[src/rtl/v8d_pkg.sv]
// Shared types and constants for the eight-direction quantizer.
// Used by the sector, pick and top-level modules; depends on nothing.
package v8d_pkg;

    localparam int COORD_BITS = 16;
    localparam int MAG_W      = COORD_BITS;
    localparam int FRAC_W     = 16;
    localparam int TAN_W      = 18;
    localparam int PROD_W     = MAG_W + TAN_W;
    localparam int N_EDGES    = 6;
    localparam int K_W        = 3;

    // Band edge tangents at 15, 22.5, 30, 60, 67.5 and 75 degrees, 16 fraction bits.
    localparam logic [TAN_W-1:0] EDGE_TAN [N_EDGES] = '{
        18'd17560, 18'd27146, 18'd37837, 18'd113512, 18'd158218, 18'd244584
    };

    typedef enum logic [2:0] {
        DIR_R  = 3'd0,
        DIR_RD = 3'd1,
        DIR_D  = 3'd2,
        DIR_LD = 3'd3,
        DIR_L  = 3'd4,
        DIR_LU = 3'd5,
        DIR_U  = 3'd6,
        DIR_RU = 3'd7
    } dir_t;

    // Result of the angle classification for one item.
    typedef struct packed {
        logic           y_zero;
        logic           x_neg;
        logic           y_neg;
        logic [K_W-1:0] edge_cnt;
        dir_t           prev;
    } sector_t;

endpackage

[src/rtl/v8d_sector.sv]
// Angle classification: magnitudes, six tangent compares and the edge count.
// Depends on v8d_pkg.
module v8d_sector
    import v8d_pkg::*;
(
    input  logic signed [COORD_BITS-1:0] vec_x,
    input  logic signed [COORD_BITS-1:0] vec_y,
    input  logic        [2:0]            prev_dir,
    output sector_t                      sector
);

    logic [MAG_W-1:0]   ax;
    logic [MAG_W-1:0]   ay;
    logic [PROD_W-1:0]  ay_scaled;
    logic [N_EDGES-1:0] at_or_beyond;
    logic [K_W-1:0]     cnt;

    // The most negative input maps to 2^(COORD_BITS-1), which still fits unsigned.
    assign ax = vec_x[COORD_BITS-1] ? MAG_W'(~vec_x + 1'b1) : MAG_W'(vec_x);
    assign ay = vec_y[COORD_BITS-1] ? MAG_W'(~vec_y + 1'b1) : MAG_W'(vec_y);
    assign ay_scaled = PROD_W'(ay) << FRAC_W;

    always_comb begin
        for (int i = 0; i < N_EDGES; i++) begin
            // A tie on an edge counts as lying beyond it.
            at_or_beyond[i] = ay_scaled >= (PROD_W'(ax) * PROD_W'(EDGE_TAN[i]));
        end
    end

    always_comb begin
        cnt = '0;
        for (int i = 0; i < N_EDGES; i++) begin
            cnt = cnt + K_W'(at_or_beyond[i]);
        end
    end

    assign sector.y_zero   = (vec_y == '0);
    assign sector.x_neg    = vec_x[COORD_BITS-1];
    assign sector.y_neg    = vec_y[COORD_BITS-1];
    assign sector.edge_cnt = cnt;
    assign sector.prev     = dir_t'(prev_dir);

endmodule

[src/rtl/v8d_pick.sv]
// Direction choice from a classified sector, with sticky flank bands.
// Depends on v8d_pkg.
module v8d_pick
    import v8d_pkg::*;
(
    input  sector_t sector,
    output dir_t    dir
);

    dir_t horiz;
    dir_t diag;
    dir_t vert;

    assign horiz = sector.x_neg ? DIR_L : DIR_R;
    assign vert  = sector.y_neg ? DIR_U : DIR_D;
    assign diag  = sector.y_neg ? (sector.x_neg ? DIR_LU : DIR_RU)
                                : (sector.x_neg ? DIR_LD : DIR_RD);

    always_comb begin
        if (sector.y_zero) begin
            dir = horiz;
        end else begin
            case (sector.edge_cnt)
                3'd0: dir = horiz;
                3'd1, 3'd2: begin
                    // Between horizontal and diagonal: keep either neighbor.
                    if (sector.prev == horiz || sector.prev == diag) begin
                        dir = sector.prev;
                    end else begin
                        dir = (sector.edge_cnt == 3'd2) ? diag : horiz;
                    end
                end
                3'd3: dir = diag;
                3'd4, 3'd5: begin
                    // Between diagonal and vertical: keep either neighbor.
                    if (sector.prev == diag || sector.prev == vert) begin
                        dir = sector.prev;
                    end else begin
                        dir = (sector.edge_cnt == 3'd5) ? vert : diag;
                    end
                end
                default: dir = vert;
            endcase
        end
    end

endmodule

[src/rtl/vector_to_eight_direction_hysteresis_top.sv]
// Top level of the eight-direction quantizer with hysteresis.
// Depends on v8d_pkg, v8d_sector and v8d_pick.
//
// Usage: each input item carries a signed vector (vec_x to the right, vec_y
// toward the screen bottom) and the direction reported for the previous item.
// The block returns one item per input item with the chosen direction, coded
// 0 R, 1 RD, 2 D, 3 LD, 4 L, 5 LU, 6 U, 7 RU. The zero vector gives R.
// The input channel is s_tvalid/s_tready/s_tdata and the result channel is
// m_tvalid/m_tready/m_tdata; an item moves at a clock edge where valid and
// ready are both high. Results leave in the order the items arrived.
// The datapath has three register stages: an input register, a register after
// the tangent compares, and the result register. With m_tready held high an
// accepted item passes through all three registers to m_tvalid, and one item is
// taken every cycle. The compare stage (six constant multiplies and compares)
// sets the clock period.
// When the receiver stalls, the result register holds its item and the
// earlier stages keep filling until all three hold an item; s_tready then
// drops until m_tready returns. A synchronous low level on aresetn empties all
// stages; m_tvalid is low in the cycle after reset.
module vector_to_eight_direction_hysteresis_top
    import v8d_pkg::*;
(
    input  logic        aclk,
    input  logic        aresetn,
    input  logic        s_tvalid,
    output logic        s_tready,
    // s_tdata, lowest bit first: vec_x[15:0], vec_y[31:16], prev_dir[34:32], zeros.
    input  logic [39:0] s_tdata,
    output logic        m_tvalid,
    input  logic        m_tready,
    // m_tdata, lowest bit first: dir_out[2:0], zeros.
    output logic [7:0]  m_tdata
);

    localparam int X_LO = 0;
    localparam int Y_LO = COORD_BITS;
    localparam int P_LO = 2 * COORD_BITS;

    // Stage 1: input register.
    logic                         in_valid_reg, in_valid_next;
    logic signed [COORD_BITS-1:0] in_x_reg, in_x_next;
    logic signed [COORD_BITS-1:0] in_y_reg, in_y_next;
    logic [2:0]                   in_prev_reg, in_prev_next;

    // Stage 2: classified sector.
    logic    sec_valid_reg, sec_valid_next;
    sector_t sec_reg, sec_next;

    // Stage 3: result register.
    logic out_valid_reg, out_valid_next;
    dir_t out_dir_reg, out_dir_next;

    logic    in_ready;
    logic    sec_ready;
    logic    out_ready;
    sector_t sec_comb;
    dir_t    dir_comb;

    // A stage can load when it is empty or its item moves on this cycle.
    assign out_ready = !out_valid_reg || m_tready;
    assign sec_ready = !sec_valid_reg || out_ready;
    assign in_ready  = !in_valid_reg  || sec_ready;

    v8d_sector u_sector (
        .vec_x    (in_x_reg),
        .vec_y    (in_y_reg),
        .prev_dir (in_prev_reg),
        .sector   (sec_comb)
    );

    v8d_pick u_pick (
        .sector (sec_reg),
        .dir    (dir_comb)
    );

    always_comb begin
        in_valid_next = in_valid_reg;
        in_x_next     = in_x_reg;
        in_y_next     = in_y_reg;
        in_prev_next  = in_prev_reg;
        if (in_ready) begin
            in_valid_next = s_tvalid;
            in_x_next     = s_tdata[X_LO +: COORD_BITS];
            in_y_next     = s_tdata[Y_LO +: COORD_BITS];
            in_prev_next  = s_tdata[P_LO +: 3];
        end
    end

    always_comb begin
        sec_valid_next = sec_valid_reg;
        sec_next       = sec_reg;
        if (sec_ready) begin
            sec_valid_next = in_valid_reg;
            sec_next       = sec_comb;
        end
    end

    always_comb begin
        out_valid_next = out_valid_reg;
        out_dir_next   = out_dir_reg;
        if (out_ready) begin
            out_valid_next = sec_valid_reg;
            out_dir_next   = dir_comb;
        end
    end

    always_ff @(posedge aclk) begin
        if (!aresetn) begin
            in_valid_reg  <= 1'b0;
            sec_valid_reg <= 1'b0;
            out_valid_reg <= 1'b0;
        end else begin
            in_valid_reg  <= in_valid_next;
            sec_valid_reg <= sec_valid_next;
            out_valid_reg <= out_valid_next;
        end
    end

    always_ff @(posedge aclk) begin
        in_x_reg    <= in_x_next;
        in_y_reg    <= in_y_next;
        in_prev_reg <= in_prev_next;
        sec_reg     <= sec_next;
        out_dir_reg <= out_dir_next;
    end

    assign s_tready = in_ready;
    assign m_tvalid = out_valid_reg;
    assign m_tdata  = {5'b0, out_dir_reg};

endmodule

[config.mk]
export PLATFORM = sky130hd
export DESIGN_NAME = vector_to_eight_direction_hysteresis_top
export DESIGN_NICKNAME = d
export VERILOG_FILES = /design/src/rtl/v8d_pkg.sv /design/src/rtl/v8d_sector.sv /design/src/rtl/v8d_pick.sv /design/src/rtl/vector_to_eight_direction_hysteresis_top.sv
export SDC_FILE = /design/constraint.sdc
export NUM_CORES = 1
export LEC_CHECK = 0
export ABC_AREA = 1
export BUFFER_PORTS_ARGS = -buffer_cell sky130_fd_sc_hd__buf_2
export CAP_MARGIN = 20
export CORE_MARGIN = 1.5
export CORE_UTILIZATION = 58
export CTS_CLUSTER_SIZE = 30
export DETAILED_ROUTE_END_ITERATION = 10
export GPL_ROUTABILITY_DRIVEN = 0
export GPL_TIMING_DRIVEN = 0
export MAX_ROUTING_LAYER = met4
export PLACE_DENSITY = 0.76
export RECOVER_POWER = 100
export SYNTH_ARGS = -nofsm -noshare
export SYNTH_HDL_FRONTEND = slang
export SYNTH_SLANG_ARGS = --single-unit
export TNS_END_PERCENT = 10
[constraint.sdc]
create_clock -name aclk -period 14.3 [get_ports aclk]
set_clock_uncertainty 0.1 [all_clocks]
set_input_delay 0.715 -clock aclk [delete_from_list [all_inputs] [get_ports aclk]]
set_output_delay 0.715 -clock aclk [all_outputs]
set_load 0.03 [all_outputs]
==> results.txt <==
status - complete, no violations
gr ovfl total - 0
Yosys top cell area share - 0.288
Clock Tree Root - clkbuf_16
largest stage delay on the critical path - 0.92 ns
Setup Buffers After CTS - 0
most frequent CP cell - inv_1
die width - 228 microns
crit path max-delay cell type - clkbuf_1
Synth area leaders - ha_1, fa_1, inv_1, nand2_1, edfxtp_1
Longest Clk Path Bufs - 2
Sink Count - 50
DRC viols - 0
maximum number of pins on one net before global-route repair - 24
Nets - 4851
Finished Layout Cells - 4440
GRT Total Usage - 0.356
CTS Hold Bufs - 0
mux share of post-synthesis cell area - 0
commonest non-fill, non-tap cell in the layout - inv_1
Setup CP Type - reg2reg
WL/cell - 20.1 microns
antenna violations before repair - 3
CP required - 14.25 ns
Clk pin slew, worst setup/hold paths - 0.07 ns
vias per cell - 5.67
top_reg_cell synth - edfxtp_1
final slew viol count - 0
yosys warns - 0
register area share after synthesis - 0.0502
Port Buffers - 43
CTS buffer count - 5
TritonCTS clock tree - done
Post-Syn Area per Cell - 7.96 sq um
CP endpoint kind - flip-flop
Clk Latency, worst-skew pair - 0.30 ns
aggregate routed wire length - 89.2 mm
WP data arrival - 12.70 ns
Max Fclk - 0.0784 GHz
Vert. Die Dim - 228 microns
cell accounting for the most synthesized area - ha_1
H-tree Lvls - 2
Post-Synth Simple-Gate Area - 0.156
Slew HR - 0.200
Synth async-reset ratio - 0
Core Box Area - 0.0501 sq mm
worst slew pin tran - 1.20 ns
main combinational cell family by area after synthesis - adder cells
worst slack at placement - 2.90 ns
maximum fanout along the worst path - 11
Critical Path Source Type - flip-flop
clock period minus final worst setup slack - 12.75 ns
TNS Setup - 0 ns
Hold Vio Cnt, Final - 0
number of synthesized register bits - 50
max cap viols - 0
most frequent cells in the layout - inv_1, ha_1, nand2_1
Post-Syn Instances - 3683
final setup violation count - 0
share of cells above drive strength 1 - 0.0406
vias in the first global route - 24773
Initial Util - 0.586
Ports - 54
DR pass1 iterations - 6
Compound-Gate Fraction of Synth Area - 0.0800
Post-synth EDFFs - 47
dpl cells - 4429
Final WS setup - 1.55 ns
Post-CTS Resized - 0
Area Growth Syn to Fin - 6.12%
HP Class - reg2reg
Post-DP HPWL - 76.9 mm
fin area - 0.0311 sq mm
Vias - 25173
ANT nets after route - 0
period utilization - 0.892
global-route wire length before repair - 138 mm
Placement Cell Area - 0.0310 sq mm
Placement Rows - 82
Initial DRC Count - 2125
xor/xnor share of the synthesized area - 0.0541
library cells used by synthesis - 62
Synth Cell Area - 0.0293 sq mm
adder-cell share of the synthesized area - 0.539
RSZ-0062 raised after global routing - false
die area - 0.0519 sq mm
metal layers:
| metal | global-route usage | up-vias | share of wire |
|---|---|---|---|
| met1 | 0.423 | 11673 | 0.38 |
| met3 | 0.0990 | 363 | 0.11 |
| li1 | - | 11846 | - |
| met4 | 0.209 | 0 | 0.077 |
| met2 | 0.541 | 1291 | 0.43 |
| met5 | - | - | 0 |
through the flow:
step,util,hold WS [ns]
6_report,0.622,0.327
5_1_grt,0.622,0.341
4_1_cts,0.622,0.328
3_5_place_dp,0.619,0.311
3_3_place_gp,0.607,0.300
2_1_floorplan,-,0.300
layout make-up:
cell class,count,area (sq um)
Clock buffer,5,125
Sequential cell,50,1470
Clock inverter,3,48.8
Buffer,15,106
Multi-Input combinational cell,2711,24500
Tap cell,672,841
Inverter,912,3430
Fill cell,4419,18900
Timing Repair Buffer,70,617
Antenna cell,2,5.00
kinds of logic (layout without fill, tap and decap cells):
family	after synthesis	in the layout
other cells	2	9
fa+ha+maj	1042	1042
compound gates	409	409
simple gates	1075	1075
xor+xnor	178	178
flops	50	50
buf+inv	927	1005
critical path, delay by kind of cell (launching register included):
family	cells	cell delay, ns
XOR/XNOR	1	0.11
buffers and inverters	10	2.14
adder cells (fa/ha/maj)	12	4.99
AND/OR/NAND/NOR	15	3.37
flip-flops	1	0.63
AO/OA/AOI/OAI	5	1.14
final timing paths:
kind,depth (start not counted),startpoint,to,slack [ns]
hold / removal,0,in_prev_reg[2],sec_reg[2],0.33
setup / recovery,43,in_x_reg[0],sec_reg[4],1.55
setup reg to reg,43,in_x_reg[0],sec_reg[4],1.55
hold reg to reg,0,in_prev_reg[2],sec_reg[2],0.33
cells in the mapped netlist (all sizes together) (25+ instances only):
cell    number
o21bai      25
inv        912
nand4       37
ha         674
a21oi      205
a21o        26
fa         368
o21ai       97
edfxtp      47
xor2       115
nor2       235
nand2      579
xnor2       63
nor3        52
nand3      129
Power is not shown: default switching activity piles up to over one toggle a cycle in this logic, so the estimate is an artifact.
